**src/hdl/stdet_pkg.sv**
```systemverilog
// ----------------------------------------------------------------------------
// stdet_pkg
// Shared types and constants of the sensor tamper detector: register indexes,
// register widths, reset values and the configuration bundle.
// ----------------------------------------------------------------------------
package stdet_pkg;

    localparam int CFG_IDX_W  = 3;
    localparam int CFG_DATA_W = 18;

    localparam int MAG_THR_W  = 17;
    localparam int PRESS_W    = 18;
    localparam int LIGHT_W    = 16;
    localparam int HITS_W     = 4;

    localparam logic [CFG_IDX_W-1:0] REG_ACCEL_THRESHOLD    = 3'd0;
    localparam logic [CFG_IDX_W-1:0] REG_MAG_THRESHOLD      = 3'd1;
    localparam logic [CFG_IDX_W-1:0] REG_PRESSURE_THRESHOLD = 3'd2;
    localparam logic [CFG_IDX_W-1:0] REG_LIGHT_LIMIT        = 3'd3;
    localparam logic [CFG_IDX_W-1:0] REG_LIGHT_HITS_NEEDED  = 3'd4;
    localparam logic [CFG_IDX_W-1:0] REG_ACCEL_BASELINE     = 3'd5;
    localparam logic [CFG_IDX_W-1:0] REG_MAG_BASELINE       = 3'd6;
    localparam logic [CFG_IDX_W-1:0] REG_PRESSURE_BASELINE  = 3'd7;

    localparam logic [MAG_THR_W-1:0]      RST_ACCEL_THRESHOLD    = 17'd1000;
    localparam logic [MAG_THR_W-1:0]      RST_MAG_THRESHOLD      = 17'd3000;
    localparam logic [PRESS_W-1:0]        RST_PRESSURE_THRESHOLD = 18'd1500;
    localparam logic signed [LIGHT_W-1:0] RST_LIGHT_LIMIT        = 16'sd1500;
    localparam logic [HITS_W-1:0]         RST_LIGHT_HITS_NEEDED  = 4'd3;

    typedef struct packed {
        logic [MAG_THR_W-1:0]      accel_threshold;
        logic [MAG_THR_W-1:0]      mag_threshold;
        logic [PRESS_W-1:0]        pressure_threshold;
        logic signed [LIGHT_W-1:0] light_limit;
        logic [HITS_W-1:0]         light_hits_needed;
        logic [MAG_THR_W-1:0]      accel_baseline;
        logic [MAG_THR_W-1:0]      mag_baseline;
        logic [PRESS_W-1:0]        pressure_baseline;
    } cfg_t;

endpackage

```
**src/hdl/stdet_cfg_regs.sv**
```systemverilog
// ----------------------------------------------------------------------------
// stdet_cfg_regs
// Configuration register file: thresholds, baselines, the light limit and the light hit count.
// ----------------------------------------------------------------------------
module stdet_cfg_regs (
    input  logic                                clk,
    input  logic                                rst_n,
    input  logic                                cfg_we,
    input  logic [stdet_pkg::CFG_IDX_W-1:0]     cfg_index,
    input  logic [stdet_pkg::CFG_DATA_W-1:0]    cfg_data,
    output stdet_pkg::cfg_t                     cfg
);

    stdet_pkg::cfg_t cfg_reg;
    stdet_pkg::cfg_t cfg_next;

    always_comb
    begin
        cfg_next = cfg_reg;
        if (cfg_we)
        begin
            case (cfg_index)
                stdet_pkg::REG_ACCEL_THRESHOLD:
                    cfg_next.accel_threshold = cfg_data[stdet_pkg::MAG_THR_W-1:0];
                stdet_pkg::REG_MAG_THRESHOLD:
                    cfg_next.mag_threshold = cfg_data[stdet_pkg::MAG_THR_W-1:0];
                stdet_pkg::REG_PRESSURE_THRESHOLD:
                    cfg_next.pressure_threshold = cfg_data[stdet_pkg::PRESS_W-1:0];
                stdet_pkg::REG_LIGHT_LIMIT:
                    cfg_next.light_limit = cfg_data[stdet_pkg::LIGHT_W-1:0];
                stdet_pkg::REG_LIGHT_HITS_NEEDED:
                    cfg_next.light_hits_needed = cfg_data[stdet_pkg::HITS_W-1:0];
                stdet_pkg::REG_ACCEL_BASELINE:
                    cfg_next.accel_baseline = cfg_data[stdet_pkg::MAG_THR_W-1:0];
                stdet_pkg::REG_MAG_BASELINE:
                    cfg_next.mag_baseline = cfg_data[stdet_pkg::MAG_THR_W-1:0];
                stdet_pkg::REG_PRESSURE_BASELINE:
                    cfg_next.pressure_baseline = cfg_data[stdet_pkg::PRESS_W-1:0];
                default:
                    cfg_next = cfg_reg;
            endcase
        end
    end

    always_ff @(posedge clk or negedge rst_n)
    begin
        if (!rst_n)
        begin
            cfg_reg.accel_threshold    <= stdet_pkg::RST_ACCEL_THRESHOLD;
            cfg_reg.mag_threshold      <= stdet_pkg::RST_MAG_THRESHOLD;
            cfg_reg.pressure_threshold <= stdet_pkg::RST_PRESSURE_THRESHOLD;
            cfg_reg.light_limit        <= stdet_pkg::RST_LIGHT_LIMIT;
            cfg_reg.light_hits_needed  <= stdet_pkg::RST_LIGHT_HITS_NEEDED;
            cfg_reg.accel_baseline     <= '0;
            cfg_reg.mag_baseline       <= '0;
            cfg_reg.pressure_baseline  <= '0;
        end
        else
        begin
            cfg_reg <= cfg_next;
        end
    end

    assign cfg = cfg_reg;

endmodule

```
**src/hdl/stdet_mag_check.sv**
```systemverilog
// ----------------------------------------------------------------------------
// stdet_mag_check
// Three-axis Manhattan magnitude and its deviation check against a baseline.
// ----------------------------------------------------------------------------
module stdet_mag_check #(
    parameter int AXIS_BITS = 16
) (
    input  logic                                fresh,
    input  logic                                armed,
    input  logic signed [AXIS_BITS-1:0]         axis_x,
    input  logic signed [AXIS_BITS-1:0]         axis_y,
    input  logic signed [AXIS_BITS-1:0]         axis_z,
    input  logic [stdet_pkg::MAG_THR_W-1:0]     baseline,
    input  logic [stdet_pkg::MAG_THR_W-1:0]     threshold,
    output logic                                trip
);

    localparam int MAG_W = AXIS_BITS + 1;
    localparam int CMP_W = (MAG_W > stdet_pkg::MAG_THR_W) ? MAG_W : stdet_pkg::MAG_THR_W;

    logic [AXIS_BITS-1:0] abs_x;
    logic [AXIS_BITS-1:0] abs_y;
    logic [AXIS_BITS-1:0] abs_z;
    logic [MAG_W-1:0]     mag;
    logic [CMP_W-1:0]     mag_e;
    logic [CMP_W-1:0]     base_e;
    logic [CMP_W-1:0]     dev;

    assign abs_x = axis_x[AXIS_BITS-1] ? (~axis_x + 1'b1) : axis_x;
    assign abs_y = axis_y[AXIS_BITS-1] ? (~axis_y + 1'b1) : axis_y;
    assign abs_z = axis_z[AXIS_BITS-1] ? (~axis_z + 1'b1) : axis_z;

    assign mag    = MAG_W'(abs_x) + MAG_W'(abs_y) + MAG_W'(abs_z);
    assign mag_e  = CMP_W'(mag);
    assign base_e = CMP_W'(baseline);
    assign dev    = (mag_e >= base_e) ? (mag_e - base_e) : (base_e - mag_e);
    assign trip   = fresh & armed & (dev > CMP_W'(threshold));

endmodule

```
**src/hdl/stdet_light_count.sv**
```systemverilog
// ----------------------------------------------------------------------------
// stdet_light_count
// Saturating count of bright light samples and the light trip decision.
// ----------------------------------------------------------------------------
module stdet_light_count (
    input  logic                                    clk,
    input  logic                                    rst_n,
    input  logic                                    advance,
    input  logic                                    due,
    input  logic                                    armed,
    input  logic signed [stdet_pkg::LIGHT_W-1:0]    sample,
    input  logic signed [stdet_pkg::LIGHT_W-1:0]    threshold,
    input  logic [stdet_pkg::HITS_W-1:0]            hits_needed,
    output logic                                    trip
);

    logic [stdet_pkg::HITS_W-1:0] count_reg;
    logic [stdet_pkg::HITS_W-1:0] count_next;
    logic [stdet_pkg::HITS_W-1:0] count_step;
    logic                         bright;

    assign bright     = sample > threshold;
    assign count_step = (count_reg < hits_needed) ? (count_reg + 1'b1) : count_reg;

    always_comb
    begin
        trip       = 1'b0;
        count_next = count_reg;
        if (due)
        begin
            if (bright)
            begin
                if ((count_step >= hits_needed) && armed)
                begin
                    trip       = 1'b1;
                    count_next = '0;
                end
                else
                begin
                    count_next = count_step;
                end
            end
            else
            begin
                count_next = '0;
            end
        end
    end

    always_ff @(posedge clk or negedge rst_n)
    begin
        if (!rst_n)
        begin
            count_reg <= '0;
        end
        else if (advance)
        begin
            count_reg <= count_next;
        end
    end

endmodule

```
**src/hdl/sensor_tamper_detector_unit.sv**
```systemverilog
// ----------------------------------------------------------------------------
// sensor_tamper_detector_unit
// Safe tamper detector: motion, magnetic field, pressure and light trip flags
// from one sensor poll per request.
// ----------------------------------------------------------------------------
// One poll request is accepted per clock while in_ready is high and gives exactly one
// result of four trip flags, in order. A request lands in the input register, is evaluated
// in one pass of shallow logic (magnitudes, deviation compares, light hit count) and is
// written to the result register once that register is free or being read; out_valid
// then offers it. The result register lets a new request be taken while a finished
// result waits for out_ready. Configuration writes take effect on the next clock and
// are meant to be made while the block is idle.
module sensor_tamper_detector_unit #(
    parameter int AXIS_BITS = 16
) (
    input  logic                                    clk,
    input  logic                                    rst_n,
    input  logic                                    cfg_we,
    input  logic [stdet_pkg::CFG_IDX_W-1:0]         cfg_index,
    input  logic [stdet_pkg::CFG_DATA_W-1:0]        cfg_data,
    input  logic                                    in_valid,
    output logic                                    in_ready,
    input  logic signed [AXIS_BITS-1:0]             accel_x,
    input  logic signed [AXIS_BITS-1:0]             accel_y,
    input  logic signed [AXIS_BITS-1:0]             accel_z,
    input  logic                                    accel_fresh,
    input  logic signed [AXIS_BITS-1:0]             field_x,
    input  logic signed [AXIS_BITS-1:0]             field_y,
    input  logic signed [AXIS_BITS-1:0]             field_z,
    input  logic                                    field_fresh,
    input  logic [stdet_pkg::PRESS_W-1:0]           pressure,
    input  logic signed [stdet_pkg::LIGHT_W-1:0]    light_sample,
    input  logic                                    light_due,
    input  logic                                    armed,
    output logic                                    out_valid,
    input  logic                                    out_ready,
    output logic                                    motion_trip,
    output logic                                    field_trip,
    output logic                                    pressure_trip,
    output logic                                    light_trip
);

    stdet_pkg::cfg_t cfg;

    logic                                   in_valid_reg;
    logic signed [AXIS_BITS-1:0]            accel_x_reg;
    logic signed [AXIS_BITS-1:0]            accel_y_reg;
    logic signed [AXIS_BITS-1:0]            accel_z_reg;
    logic                                   accel_fresh_reg;
    logic signed [AXIS_BITS-1:0]            field_x_reg;
    logic signed [AXIS_BITS-1:0]            field_y_reg;
    logic signed [AXIS_BITS-1:0]            field_z_reg;
    logic                                   field_fresh_reg;
    logic [stdet_pkg::PRESS_W-1:0]          pressure_reg;
    logic signed [stdet_pkg::LIGHT_W-1:0]   light_sample_reg;
    logic                                   light_due_reg;
    logic                                   armed_reg;

    logic                                   out_valid_reg;
    logic                                   motion_trip_reg;
    logic                                   field_trip_reg;
    logic                                   pressure_trip_reg;
    logic                                   light_trip_reg;

    logic                                   advance;
    logic                                   accept;
    logic                                   motion_hit;
    logic                                   field_hit;
    logic                                   light_hit;
    logic                                   pressure_hit;
    logic [stdet_pkg::PRESS_W-1:0]          press_dev;

    assign advance  = in_valid_reg & (~out_valid_reg | out_ready);
    assign in_ready = ~in_valid_reg | advance;
    assign accept   = in_valid & in_ready;

    stdet_cfg_regs u_cfg_regs (
        .clk       (clk),
        .rst_n     (rst_n),
        .cfg_we    (cfg_we),
        .cfg_index (cfg_index),
        .cfg_data  (cfg_data),
        .cfg       (cfg)
    );

    stdet_mag_check #(
        .AXIS_BITS (AXIS_BITS)
    ) u_accel_check (
        .fresh     (accel_fresh_reg),
        .armed     (armed_reg),
        .axis_x    (accel_x_reg),
        .axis_y    (accel_y_reg),
        .axis_z    (accel_z_reg),
        .baseline  (cfg.accel_baseline),
        .threshold (cfg.accel_threshold),
        .trip      (motion_hit)
    );

    stdet_mag_check #(
        .AXIS_BITS (AXIS_BITS)
    ) u_field_check (
        .fresh     (field_fresh_reg),
        .armed     (armed_reg),
        .axis_x    (field_x_reg),
        .axis_y    (field_y_reg),
        .axis_z    (field_z_reg),
        .baseline  (cfg.mag_baseline),
        .threshold (cfg.mag_threshold),
        .trip      (field_hit)
    );

    stdet_light_count u_light_count (
        .clk         (clk),
        .rst_n       (rst_n),
        .advance     (advance),
        .due         (light_due_reg),
        .armed       (armed_reg),
        .sample      (light_sample_reg),
        .threshold   (cfg.light_limit),
        .hits_needed (cfg.light_hits_needed),
        .trip        (light_hit)
    );

    assign press_dev = (pressure_reg >= cfg.pressure_baseline)
                     ? (pressure_reg - cfg.pressure_baseline)
                     : (cfg.pressure_baseline - pressure_reg);
    assign pressure_hit = armed_reg & (press_dev > cfg.pressure_threshold);

    // input register
    always_ff @(posedge clk or negedge rst_n)
    begin
        if (!rst_n)
        begin
            in_valid_reg <= 1'b0;
        end
        else if (in_ready)
        begin
            in_valid_reg <= in_valid;
        end
    end

    always_ff @(posedge clk)
    begin
        if (accept)
        begin
            accel_x_reg      <= accel_x;
            accel_y_reg      <= accel_y;
            accel_z_reg      <= accel_z;
            accel_fresh_reg  <= accel_fresh;
            field_x_reg      <= field_x;
            field_y_reg      <= field_y;
            field_z_reg      <= field_z;
            field_fresh_reg  <= field_fresh;
            pressure_reg     <= pressure;
            light_sample_reg <= light_sample;
            light_due_reg    <= light_due;
            armed_reg        <= armed;
        end
    end

    // result register
    always_ff @(posedge clk or negedge rst_n)
    begin
        if (!rst_n)
        begin
            out_valid_reg <= 1'b0;
        end
        else if (advance)
        begin
            out_valid_reg <= 1'b1;
        end
        else if (out_ready)
        begin
            out_valid_reg <= 1'b0;
        end
    end

    always_ff @(posedge clk)
    begin
        if (advance)
        begin
            motion_trip_reg   <= motion_hit;
            field_trip_reg    <= field_hit;
            pressure_trip_reg <= pressure_hit;
            light_trip_reg    <= light_hit;
        end
    end

    assign out_valid     = out_valid_reg;
    assign motion_trip   = motion_trip_reg;
    assign field_trip    = field_trip_reg;
    assign pressure_trip = pressure_trip_reg;
    assign light_trip    = light_trip_reg;

endmodule

```
**config.mk**
```make
export PLATFORM = sky130hd
export DESIGN_NAME = sensor_tamper_detector_unit
export DESIGN_NICKNAME = d
export VERILOG_FILES = /design/src/hdl/stdet_pkg.sv /design/src/hdl/stdet_cfg_regs.sv /design/src/hdl/stdet_mag_check.sv /design/src/hdl/stdet_light_count.sv /design/src/hdl/sensor_tamper_detector_unit.sv
export SDC_FILE = /design/constraint.sdc
export NUM_CORES = 1
export LEC_CHECK = 0
export ABC_AREA = 1
export BUFFER_PORTS_ARGS = -buffer_cell sky130_fd_sc_hd__buf_2
export CELL_PAD_IN_SITES_DETAIL_PLACEMENT = 2
export CELL_PAD_IN_SITES_GLOBAL_PLACEMENT = 2
export CORE_ASPECT_RATIO = 1.2
export CORE_UTILIZATION = 36
export DETAILED_ROUTE_END_ITERATION = 8
export PLACE_DENSITY_LB_ADDON = 0.3
export SYNTH_ARGS = -nofsm -noshare
export SYNTH_HDL_FRONTEND = slang
export SYNTH_SLANG_ARGS = --single-unit
```
**constraint.sdc**
```tcl
create_clock -name clk -period 6.1 [get_ports clk]
set_input_delay 0.915 -clock clk [delete_from_list [all_inputs] [get_ports clk]]
set_output_delay 0.915 -clock clk [all_outputs]
set_load 0.01 [all_outputs]
```
* Word-level counts from Yosys, hierarchy flattened
Index checks and enable logic that the tools add are counted.
Word-level totals: register bits after elaboration 268, input bits 160, logic and storage cells 105, output and inout bits 6
Operators by class: add/subtract/negate cells 17, order comparisons 9, reductions and logical operators 13, equal/unequal tests 7, multiplexer cells 15, bitwise operators 17
Operators by type and width (count):
- adder 16 x 1 -> 16 bit, second input constant | 6
- 2-to-1 mux 16 bit | 6
- inverter 16 bit | 6
- subtractor 17 bit | 4
- subtractor 18 bit | 2
- adder 16 x 16 -> 17 bit | 2
- adder 17 x 16 -> 17 bit | 2
- greater-or-equal comparator 17 bit | 2
- greater-than comparator 17 bit | 2
- 2-to-1 mux 17 bit | 2
- AND reduction 2 bit | 10
- greater-or-equal comparator 18 bit | 1
- greater-than comparator 18 bit | 1
- 2-to-1 mux 18 bit | 1
- greater-than comparator 16 bit | 1
- == test 3 bit, second input constant | 4
- 2-to-1 mux 4 bit | 3
- AND 1 bit | 7
- == test 3 x 2 -> 1 bit, second input constant | 2
- adder 4 x 1 -> 4 bit, second input constant | 1
- greater-or-equal comparator 4 bit | 1
- less-than comparator 4 bit | 1
- == test 3 x 1 -> 1 bit, second input constant | 1
- zero test 3 bit | 1
- other kinds (5) | 9

* Logic depth before layout (Yosys ltp)
Gate-level depths: netlist of run 1.
depth after elaboration 9, depth in mapped cells 43, mapped depth without buffers 41

* Modules after synthesis
A second synthesis of run 1 with hierarchy kept.
Second synthesis, totals: cells, all modules 3254, area total of the unflattened synthesis 23174.7 um^2
Modules (own cells, without submodules):
- sensor_tamper_detector_unit | seq. area each 4194.0 um^2, times used 1, area an instance 7059.3 um^2, cells an instance 687
- stdet_mag_check at u_accel_check | seq. area each 0.0 um^2, times used 1, area an instance 5165.0 um^2, cells an instance 963
- stdet_mag_check at u_field_check | seq. area each 0.0 um^2, times used 1, area an instance 5016.1 um^2, cells an instance 898
- stdet_cfg_regs | seq. area each 3139.3 um^2, times used 1, area an instance 4956.0 um^2, cells an instance 549
- stdet_light_count | seq. area each 100.1 um^2, times used 1, area an instance 978.4 um^2, cells an instance 157

* Worst setup path before layout of run 1
No wires, ideal clock.
kind flip-flop to flip-flop, start reg accel_x_reg[15], end reg motion_trip_reg, in the netlist motion_trip (data pin), stages on the path, launching flop included 38, period minus slack after synthesis 5.508 ns, arrival 5.255 ns, data required time 5.847 ns, path buffers 2, slack 0.592 ns, cells stage by stage edfxtp_1 -> clkbuf_1 -> clkinv_1 -> o21ai_0 -> fa_1 -> inv_1 -> ha_1 -> inv_1 -> fa_1 -> nand3b_1 -> nand2_1 -> a21boi_0 -> o21ai_0 -> nand2_1 -> nand2_1 -> inv_1 -> nand2_1 -> nand2_1 -> [2 not listed] -> inv_1 -> nand2_1 -> nor2_2 -> nand4_1 -> nand3_2 -> inv_2 -> nand2_4 -> buf_6 -> nand2_1 -> nand2_1 -> inv_1 -> ha_1 -> inv_1 -> nor3_1 -> nand3_1 -> o211ai_1 -> o21bai_1 -> inv_1
On the way: longest elaborated chain between the ends 9, elaborated cells between the ends (all ways) 11
Ends and longest elaborated chain:
- start, declared | line sensor_tamper_detector_unit.sv:46 | logic signed [AXIS_BITS-1:0] accel_x_reg;
- start signal, assigned | line sensor_tamper_detector_unit.sv:146 | accel_x_reg <= accel_x;
- inverter 16 bit | line stdet_mag_check.sv:29 | assign abs_x = axis_x[AXIS_BITS-1] ? (~axis_x + 1'b1) : axis_x;
- adder 16 x 1 -> 16 bit | line stdet_mag_check.sv:29
- 2-to-1 mux 16 bit (*) | line stdet_mag_check.sv:29
- adder 16 x 16 -> 17 bit (*) | line stdet_mag_check.sv:33 | assign mag = MAG_W'(abs_x) + MAG_W'(abs_y) + MAG_W'(abs_z);
- adder 17 x 16 -> 17 bit (*) | line stdet_mag_check.sv:33
- subtractor 17 bit / greater-or-equal comparator 17 bit (equally long branches) | line stdet_mag_check.sv:36 | assign dev = (mag_e >= base_e) ? (mag_e - base_e) : (base_e - mag_e);
- 2-to-1 mux 17 bit (*) | line stdet_mag_check.sv:36
- greater-than comparator 17 bit (*) | line stdet_mag_check.sv:37 | assign trip = fresh & armed & (dev > CMP_W'(threshold));
- AND 1 bit (*) | line stdet_mag_check.sv:37
- net motion_hit | line sensor_tamper_detector_unit.sv:67 | logic motion_hit;
- end signal, assigned | line sensor_tamper_detector_unit.sv:182 | motion_trip_reg <= motion_hit;
- end, declared | line sensor_tamper_detector_unit.sv:60 | logic motion_trip_reg;
The timed path passes the listed nets; every way through them passes the cells marked *. A chain may end at the register's enable or synchronous reset.

* Worst setup path in the final report of run 1
start reg accel_z_reg[2], end reg motion_trip_reg, in the netlist motion_trip (data pin)
On the way: longest elaborated chain between the ends 8, elaborated cells between the ends (all ways) 10
Ends and longest elaborated chain:
- start, declared | line sensor_tamper_detector_unit.sv:48 | logic signed [AXIS_BITS-1:0] accel_z_reg;
- start signal, assigned | line sensor_tamper_detector_unit.sv:148 | accel_z_reg <= accel_z;
- inverter 16 bit | line stdet_mag_check.sv:31 | assign abs_z = axis_z[AXIS_BITS-1] ? (~axis_z + 1'b1) : axis_z;
- adder 16 x 1 -> 16 bit | line stdet_mag_check.sv:31
- 2-to-1 mux 16 bit (*) | line stdet_mag_check.sv:31
- adder 17 x 16 -> 17 bit (*) | line stdet_mag_check.sv:33
- subtractor 17 bit / greater-or-equal comparator 17 bit (equally long branches) | line stdet_mag_check.sv:36
- 2-to-1 mux 17 bit (*) | line stdet_mag_check.sv:36
- greater-than comparator 17 bit (*) | line stdet_mag_check.sv:37
- AND 1 bit (*) | line stdet_mag_check.sv:37
- net motion_hit | line sensor_tamper_detector_unit.sv:67
Marks and branches as above.

==> flow_summary.ini, run 1 <==
[synth]
synthXorXnorAreaFrac_pct = 5.44
synth_top_family_by_area = simple AND/OR/NAND/NOR gates
synth_area_sq_um = 22100
synthMuxAreaShare_pct = 0
yosysTopAreaCell = edfxtp_1
synth-edff-count = 138
synth_cells = 2986
synth_cell_types = 47
yosys.area.top_type_share_pct = 18.8
synth-adder-area-share_pct = 15.8
synth_compound_area_share_pct = 9.88
ys_warn_count = 0
async_reset_ff_share_pct = 48.5
synthSimpleGateAreaFrac_pct = 23.7
ys_seq_area_share_pct = 33.7
synth_area_per_cell_sq_um = 7.39
ys_seq_elements = 268
synth-main-ff-cell = edfxtp_1
synth_area_leaders = edfxtp_1 (19%), nand2_1 (14%), ha_1 (12%)
syn_nets = 3401

[final_layout]
final_layout_size_suffix_gt1_share_pct = 20.6
largest_reg_flops = 124
layout_common_cells = nand2_1 (806), inv_1 (562), o21ai_0 (175)
nets = 3700
final_common_cell = nand2_1
final_util_pct = 45.3
antenna_cells = 0
fillCellCount = 6863
syn2layout_area_growth_pct = 24.6
fin_area_sq_um = 27500

[drt]
drt_iter0_markers = 963
routedWlPerCell_microns = 24.4
finalWirelength_microns = 101000
drc_errors = 0
vias = 21800
dr.pass1.iters = 5
ant_nets = 0
vias_per_cell = 5.28

[timing]
fin_crit_sh_pct = 108
finalSetupViolCount = 2
fmax_mhz = 152
finalHoldViolCount = 0
fin_setup_tns_ps = -843
finClkSkew_ps = 30.5
layout_setup_ws_ps = -478
holdWs_ps = 436
finalMaxSlewViolations = 0
grt_setup_unrepaired = true
worst_pin_slew_ps = 1270
finalCriticalPeriod_ps = 6580
slew_headroom_pct = 15.1

[grt]
grt_max_degree = 83
grt_pass1_wl_microns = 138000
overflow = 0
grt.total_usage_pct = 28.6
grt_pass1_vias = 24200
antenna_found_initial = 5

[setup_path]
reg2reg_slack_ps = -480
r2r_end = motion_trip
critPathCaptureType = register
rr_startpoint = accel_z_reg[2]
worst_ep_arrival_time_ps = 6890
path_common_cell = nand2_1
crit_path_max_fanout = 7
cpMaxStageDelayCell = fa_1
critical_path_class = reg2reg
cpPeakStageDelay_ps = 550
r2r_cells = 37
cp.required_ps = 6410
start_kind = register

[floorplan]
start_util_pct = 36.3
core_sq_um = 60700
fp.dieW_microns = 228
std_cell_rows = 99
fp.dieArea_sq_um = 62300
io-pin-count = 166
fp.dieH_microns = 273

[clock_network]
cts_hold_buffers = 0
numCtsBuffers = 35
cts.reportedPaths.clkPinSlew_ps = 70
cts_tree = built
ctsLongestPathBuffers = 3
root_buffer = clkbuf_16
htreeDepth = 2
clkLatencyLatePin_ps = 590
clock-sinks = 268

[place]
portBuffers = 165
globalplace.congestion = 0.903
post_dp_cell_area_sq_um = 24300
dpl.hpwl_microns = 69800

[outcome]
failed_checks = negative setup slack
status = complete, but fails checks

[pwr]
irDropWorstVdd_uv = 517
power_mw = 19.2
power.density_nw_per_um2 = 698
leakage_nw = 14.0

[min_path]
hold_class = in2async

[run]
drv_cap = 0
-- layout make-up --
class	instances	area, sq um	area share (%)
repair buffers	309	1980	7.21
inverters	604	2280	8.31
clock buffers	44	962	3.50
flip-flops and latches	268	7430	27.1
clock inverters	20	190	0.692
well taps	808	1010	3.68
multi-input cells	2067	13600	49.6
-- kinds of logic (layout without fill, tap and decap cells) --
| group | Yosys count | in the layout |
|---|---|---|
| buffers and inverters | 653 | 977 |
| AO/OA/AOI/OAI | 414 | 414 |
| XOR/XNOR | 137 | 137 |
| adder cells (fa/ha/maj) | 255 | 255 |
| flip-flops | 268 | 268 |
| AND/OR/NAND/NOR | 1259 | 1261 |
-- metal layers --
layer	wire (microns)	track usage, %
met2	54900	56.7
met1	38500	31.5
met3	2600	2.43
met4	4570	9.64
met5	0	0
-- report_power, final --
| group | internal [mW] | switching [mW] | total (mW) |
|---|---|---|---|
| Combinational | 5.46 | 9.12 | 14.6 |
| Clock | 1.22 | 0.946 | 2.16 |
| Sequential | 2.21 | 0.236 | 2.44 |
| Total | 8.89 | 10.3 | 19.2 |
-- Yosys cell counts (3+ instances only) --
cell and instances:
a21o_1 7, a21oi_1 159, a31oi_1 4, and2_1 3
buf_2 14, buf_4 3, buf_6 5, clkbuf_1 27
clkinv_1 3, dfrtp_1 101, dfstp_2 29, edfxtp_1 138
fa_1 40, ha_1 215, inv_1 590, inv_2 11
nand2_1 851, nand2_2 11, nand3_1 119, nand3_2 4
nand3b_1 9, nand4_1 40, nor2_1 161, nor2_2 4
nor2_4 3, nor3_1 35, nor4_1 6, o211ai_1 5
o21ai_0 212, o21ai_1 3, o21bai_1 9, o31ai_1 7
or2_2 4, xnor2_1 32, xor2_1 105
-- worst max-delay path: cells and delay by family, from the launching register on --
kind / cells / cell delay (ps)
compound gates: 5 / 900
xor+xnor: 1 / 280
buf+inv: 10 / 1030
simple gates: 17 / 2180
fa+ha+maj: 4 / 1420
flops: 1 / 480
-- how the worst max path moves through the flow --
stage                     slack (ps)       startpoint  cells past startpoint          end
final                           -480   accel_z_reg[2]                     37  motion_trip
after floorplan                  590  accel_x_reg[15]                     37  motion_trip
after global placement          -460   accel_y_reg[0]                     36  motion_trip
after global routing            -840   accel_z_reg[2]                     41  motion_trip
after detailed placement        -750   accel_x_reg[1]                     39  motion_trip
after CTS                       -130   accel_x_reg[1]                     40  motion_trip
-- timing repair --
| item | in CTS | in global routing |
|---|---|---|
| endpoints found under the hold margin | 0 | 0 |
| pin swaps | 60 | 95 |
| gates resized for setup | 160 | 194 |
| cloned | 2 | 1 |
| setup buffers | 25 | 35 |
| endpoints found under the setup margin | 2 | 2 |
-- per-stage QoR --
| stage | setup slack [ps] | std cells |
|---|---|---|
| 2_1_floorplan | 592 | 2986 |
| 3_3_place_gp | -460 | 3993 |
| 3_5_place_dp | -749 | 3993 |
| 4_1_cts | -130 | 4084 |
| 5_1_grt | -842 | 4120 |
| 6_report | -478 | 4120 |
No activity file was read; power rests on OpenSTA's default activity.
==> run 2: changes to the inputs <==
==> constraint.sdc (replaced) <==
create_clock -name clk -period 6.83 [get_ports clk]
set_input_delay 1.0245 -clock clk [delete_from_list [all_inputs] [get_ports clk]]
set_output_delay 1.0245 -clock clk [all_outputs]
set_load 0.01 [all_outputs]
==> run 2 against run 1 <==
The run now ends clean. Die area is the same. Critical path depth shrank 2. Non-clock buffer count shrank 124. Critical path type unchanged. Largest cell class unchanged.
==> flow_summary.ini, run 2 (same netlist as run 1, synthesis figures left out) <==
[outcome]
status = finished clean

[clock_network]
clock-sinks = 268
clkLatencyLatePin_ps = 580
numCtsBuffers = 35
root_buffer = clkbuf_16
cts.reportedPaths.clkPinSlew_ps = 60
cts_tree = built
htreeDepth = 2
ctsLongestPathBuffers = 3
cts_hold_buffers = 0

[floorplan]
core_sq_um = 60700
std_cell_rows = 99
start_util_pct = 36.3
fp.dieH_microns = 273
fp.dieW_microns = 228
io-pin-count = 166
fp.dieArea_sq_um = 62300

[grt]
grt_max_degree = 73
grt_pass1_wl_microns = 128000
antenna_found_initial = 6
overflow = 0
grt.total_usage_pct = 26.5
grt_pass1_vias = 23300

[setup_path]
start_kind = register
crit_buf_inv = 9
r2r_cells = 35
crit_path_max_fanout = 18
critical_path_class = reg2reg
critPathCaptureType = register
worst_ep_arrival_time_ps = 6820
cp.required_ps = 7150
cpPeakStageDelay_ps = 550
cpMaxStageDelayCell = fa_1
path_common_cell = inv_1
cp_top_family = adder cells
cp_num_cells = 35

[pwr]
leakage_nw = 13.3
irDropWorstVdd_uv = 250
power_mw = 13.9
power.density_nw_per_um2 = 551

[final_layout]
syn2layout_area_growth_pct = 14.6
nets = 3575
final_common_cell = nand2_1
layout_common_cells = nand2_1 (850), inv_1 (589), ha_1 (206)
final_util_pct = 41.6
stdcell_count = 3995
largest_reg_flops = 124
final_layout_size_suffix_gt1_share_pct = 11.3

[drt]
vias = 20400
finalWirelength_microns = 84100
dr.pass1.iters = 5
drt_iter0_markers = 801
drc_errors = 0
ant_nets = 0
vias_per_cell = 5.11
routedWlPerCell_microns = 21.1

[timing]
worst_pin_slew_ps = 1120
finalCriticalPeriod_ps = 6500
fmax_mhz = 154
slew_headroom_pct = 25.3
fin_crit_sh_pct = 95.2
layout_setup_ws_ps = 330
finalMaxSlewViolations = 0
finClkSkew_ps = 29.0
holdWs_ps = 488
finalSetupViolCount = 0
finalHoldViolCount = 0

[place]
portBuffers = 165
dpl.hpwl_microns = 67100
dpl_worst_slack_ps = -118
globalplace.congestion = 0.906
dp_cells = 3918

[min_path]
hold_class = in2async

[run]
drv_cap = 0
run 2: final cells by class:
cell class                      count  area (sq um)
Antenna cell                        2          5.00
Clock buffer                       49           990
Clock inverter                     13           159
Fill cell                        7197         35400
Inverter                          604          2280
Multi-Input combinational cell   2066         12400
Sequential cell                   268          7430
Tap cell                          808          1010
Timing Repair Buffer              185          1010
run 2: final timing paths:
| path | endpoint | slack, ps | startpoint |
|---|---|---|---|
| min in group clk | u_cfg_regs.cfg[92] | 490 | u_cfg_regs.cfg[92] |
| max in group asynchronous | u_cfg_regs.cfg[34] | 5020 | rst_n |
| setup / recovery | motion_trip | 330 | accel_x_reg[1] |
| hold reg to reg | u_cfg_regs.cfg[92] | 490 | u_cfg_regs.cfg[92] |
| setup reg to reg | motion_trip | 330 | accel_x_reg[1] |
| hold / removal | u_cfg_regs.cfg[45] | 490 | rst_n |
run 2: metal layers:
layer / global-route usage, % / part of all wire, %
met2: 49.8 / 53
met1: 29.4 / 40
met5: 0 / 0.015
met3: 3.69 / 3.2
met4: 11.9 / 4.5
run 2: stage by stage:
stage,area (sq um),setup TNS (ps)
floorplan,22100,0
global placement,23700,0
detailed placement,23700,-118
CTS,24900,0
global route,25300,-122
finish,25300,0
run 2: what timing repair did:
action                     CTS  global route
pin swaps                    0             5
gates cloned                 0             1
setup buffers                2            10
gates resized for setup      5            71
setup endpoints to repair    2             2
run 2: power breakdown:
part           total [mW]  internal (mW)  switching (mW)  leakage, nW
registers            2.17           1.97           0.194         2.90
logic                9.88           3.35            6.53         9.80
clock network        1.89           1.10           0.790        0.560
==> run 3: changes to the inputs <==
--- a/config.mk
+++ b/config.mk
@@ -5,12 +5,12 @@
 export SDC_FILE = /design/constraint.sdc
 export NUM_CORES = 1
 export LEC_CHECK = 0
-export ABC_AREA = 1
+export ABC_AREA = 0
 export BUFFER_PORTS_ARGS = -buffer_cell sky130_fd_sc_hd__buf_2
 export CELL_PAD_IN_SITES_DETAIL_PLACEMENT = 2
 export CELL_PAD_IN_SITES_GLOBAL_PLACEMENT = 2
 export CORE_ASPECT_RATIO = 1.2
-export CORE_UTILIZATION = 36
+export CORE_UTILIZATION = 40
 export DETAILED_ROUTE_END_ITERATION = 8
 export PLACE_DENSITY_LB_ADDON = 0.3
 export SYNTH_ARGS = -nofsm -noshare
==> run 3 against run 2 <==
The flow now finishes with violations (design-rule violations, negative setup slack). Sequential share of layout area grew 0.38 points. Setup slack got worse by 1100 ps. Count of clock-buffer cells in the layout down 12. Die area is 19% lower. Critical path depth fell by 5. Maximum frequency fell by 15%. Clock skew down 8.9 ps. First-iteration DRC count down 36%. Worst hold slack lost 78 ps. Synthesized cell count is 33% lower. Cell area is 1.3% lower. Sequential power is essentially flat. Critical path type unchanged. Critical endpoint unchanged.
==> flow_summary.ini, run 3 <==
[floorplan]
fp.dieH_microns = 246
io-pin-count = 166
core_sq_um = 49100
fp.dieW_microns = 206
fp.dieArea_sq_um = 50600
std_cell_rows = 89
start_util_pct = 40.5

[pwr]
irDropWorstVdd_uv = 294
comb_power_share_pct = 69.7
pwr-share-clk_pct = 13.2
p_int_mw = 6.87
p_switching_mw = 5.76
power.density_nw_per_um2 = 506
netSwitchingFraction_pct = 45.6
leakage_nw = 11.6
p_seq_share_pct = 17.1

[synth]
syn_nets = 2421
ys_seq_area_share_pct = 37.4
synth_area_per_cell_sq_um = 9.92
ys_warn_count = 0
synth_cell_types = 69
yosys.area.top_type_share_pct = 20.8
synth_cells = 2006
synth_top_cells_by_count = inv_1 (269), ha_1 (215), nand2_1 (150), edfxtp_1 (138), o21ai_0 (130)
synth-edff-count = 138
async_reset_ff_share_pct = 48.5
yosys.cell_count.top_type = inv_1
synth_area_sq_um = 19900
ys_seq_elements = 268
synth-main-ff-cell = edfxtp_1
synth_area_leaders = edfxtp_1 (21%), ha_1 (14%), dfrtp_1 (13%)
yosysTopAreaCell = edfxtp_1

[outcome]
failed_checks = design-rule violations, negative setup slack
status = complete, but fails checks

[drt]
vias = 16900
vias_per_cell = 5.57
finalWirelength_microns = 74700
drt_iter0_markers = 513
ant_nets = 0
routedWlPerCell_microns = 24.7
dr.pass1.iters = 6
drc_errors = 2

[setup_path]
start_kind = register
cp_top_family = compound AO/OA/AOI/OAI gates
cp.required_ps = 7180
crit_buf_inv = 4
critical_path_class = reg2reg
cpPeakStageDelay_ps = 500
worst_ep_arrival_time_ps = 7960
critPathCaptureType = register
crit_path_max_fanout = 7
cpMaxStageDelayCell = fa_1

[clock_network]
numCtsBuffers = 31
ctsLongestPathBuffers = 3
cts_tree = built
clock-sinks = 268
htreeDepth = 1
root_buffer = clkbuf_16
cts.reportedPaths.clkPinSlew_ps = 70
clkLatencyLatePin_ps = 610

[place]
portBuffers = 165
dpl_worst_slack_ps = -716
dpl.hpwl_microns = 49200
globalplace.congestion = 0.861

[grt]
grt_max_degree = 79
grt.total_usage_pct = 27.0
overflow = 0
grt_pass1_wl_microns = 105000
antenna_found_initial = 1
grt_pass1_vias = 19100

[timing]
grt_setup_unrepaired = true
worst_pin_slew_ps = 942
fin_setup_tns_ps = -1180
holdWs_ps = 410
finalHoldViolCount = 0
slew_headroom_pct = 36.9
finalSetupViolCount = 2
layout_setup_ws_ps = -783
finClkSkew_ps = 20.1
finalMaxSlewViolations = 0
fin_crit_sh_pct = 111
fmax_mhz = 131
finalCriticalPeriod_ps = 7610

[final_layout]
final_util_pct = 50.8
syn2layout_area_growth_pct = 25.5
largest_reg_flops = 124
layout_common_cells = inv_1 (257), buf_4 (212), ha_1 (191)
final_common_cell = inv_1
fillCellCount = 5029
multiInputGateArea_sq_um = 12300
seq_area_sq_um = 7430
final_layout_size_suffix_gt1_share_pct = 30.2
nets = 2778

[run]
drv_cap = 0

[min_path]
hold_class = in2async
[run 3: cell types whose count changed after synthesis, moves of 58 or more]
cell and change:
nand2_1 -701, mux2_2 +81, inv_1 -321, nor2_1 -111, nand3_1 -92, a21o_1 +58
o21ai_0 -82
[run 3: kinds of logic (layout without fill, tap and decap cells)]
group                    after synthesis  count (layout)  share of synthesized area (%)
flip-flops                           268             268                           37.4
other                                  0               1                              0
buffers and inverters                324             706                           6.17
XOR/XNOR                             150             150                           6.60
AO/OA/AOI/OAI                        461             461                           15.0
adder cells (fa/ha/maj)              255             255                           17.5
AND/OR/NAND/NOR                      437             437                           11.2
multiplexers                         111             111                           6.10
[run 3: area by class of cell]
class | count | share of cell area, %
Multi-Input combinational cell | 1414 | 49.2
Inverter | 269 | 4.05
Timing Repair Buffer | 379 | 9.80
Antenna cell | 1 | 0.0100
Tap cell | 637 | 3.19
Clock buffer | 37 | 3.32
Clock inverter | 21 | 0.637
Sequential cell | 268 | 29.8
[run 3: timing repair]
action | CTS | global route
endpoints found under the setup margin | 2 | 2
resized for setup | 92 | 89
hold buffers | 0 | 0
hold endpoints to repair | 0 | 0
setup buffers | 41 | 17
pin swaps | 56 | 75
[run 3: final timing paths]
check | startpoint | to | slack, ps | cells after the start
max | accel_x_reg[1] | motion_trip | -780 | 30
min | rst_n | u_cfg_regs.cfg[39] | 410 | 1
max reg2reg | accel_x_reg[1] | motion_trip | -780 | 30
min reg2reg | in_valid_reg | out_valid | 510 | 1
max in group asynchronous | rst_n | u_cfg_regs.cfg[0] | 5200 | 2
min in group clk | in_valid_reg | out_valid | 510 | 1
[run 3: power by group through the flow]
stage	logic [mW]	clock network, mW	registers [mW]
after global routing	9.59	1.77	2.19
after floorplan	5.30	0	2.12
after detailed placement	7.88	0	2.17
after global placement	7.34	0	2.15
final	8.80	1.67	2.16
after CTS	8.33	1.70	2.15
[run 3: worst reg2reg max path: cells and delay by family, from the launching register on]
family | cells | cell delay [ps]
simple gates | 2 | 350
fa+ha+maj | 4 | 1310
buf+inv | 4 | 630
xor+xnor | 3 | 790
flops | 1 | 410
mux | 1 | 150
compound gates | 16 | 3730
[run 3: metal layers]
| metal | wire length, microns | GRT usage (%) |
|---|---|---|
| met2 | 40400 | 52.0 |
| met3 | 2190 | 2.83 |
| met5 | 0 | 0 |
| met4 | 3430 | 11.5 |
| met1 | 28600 | 29.5 |
[run 3: through the flow]
step	cell area, sq um	cells	power [mW]
2_1_floorplan	20100	2006	7.42
3_3_place_gp	22700	2910	9.48
3_5_place_dp	22700	2910	10.0
4_1_cts	24400	3008	12.2
5_1_grt	25000	3026	13.5
6_report	25000	3026	12.6
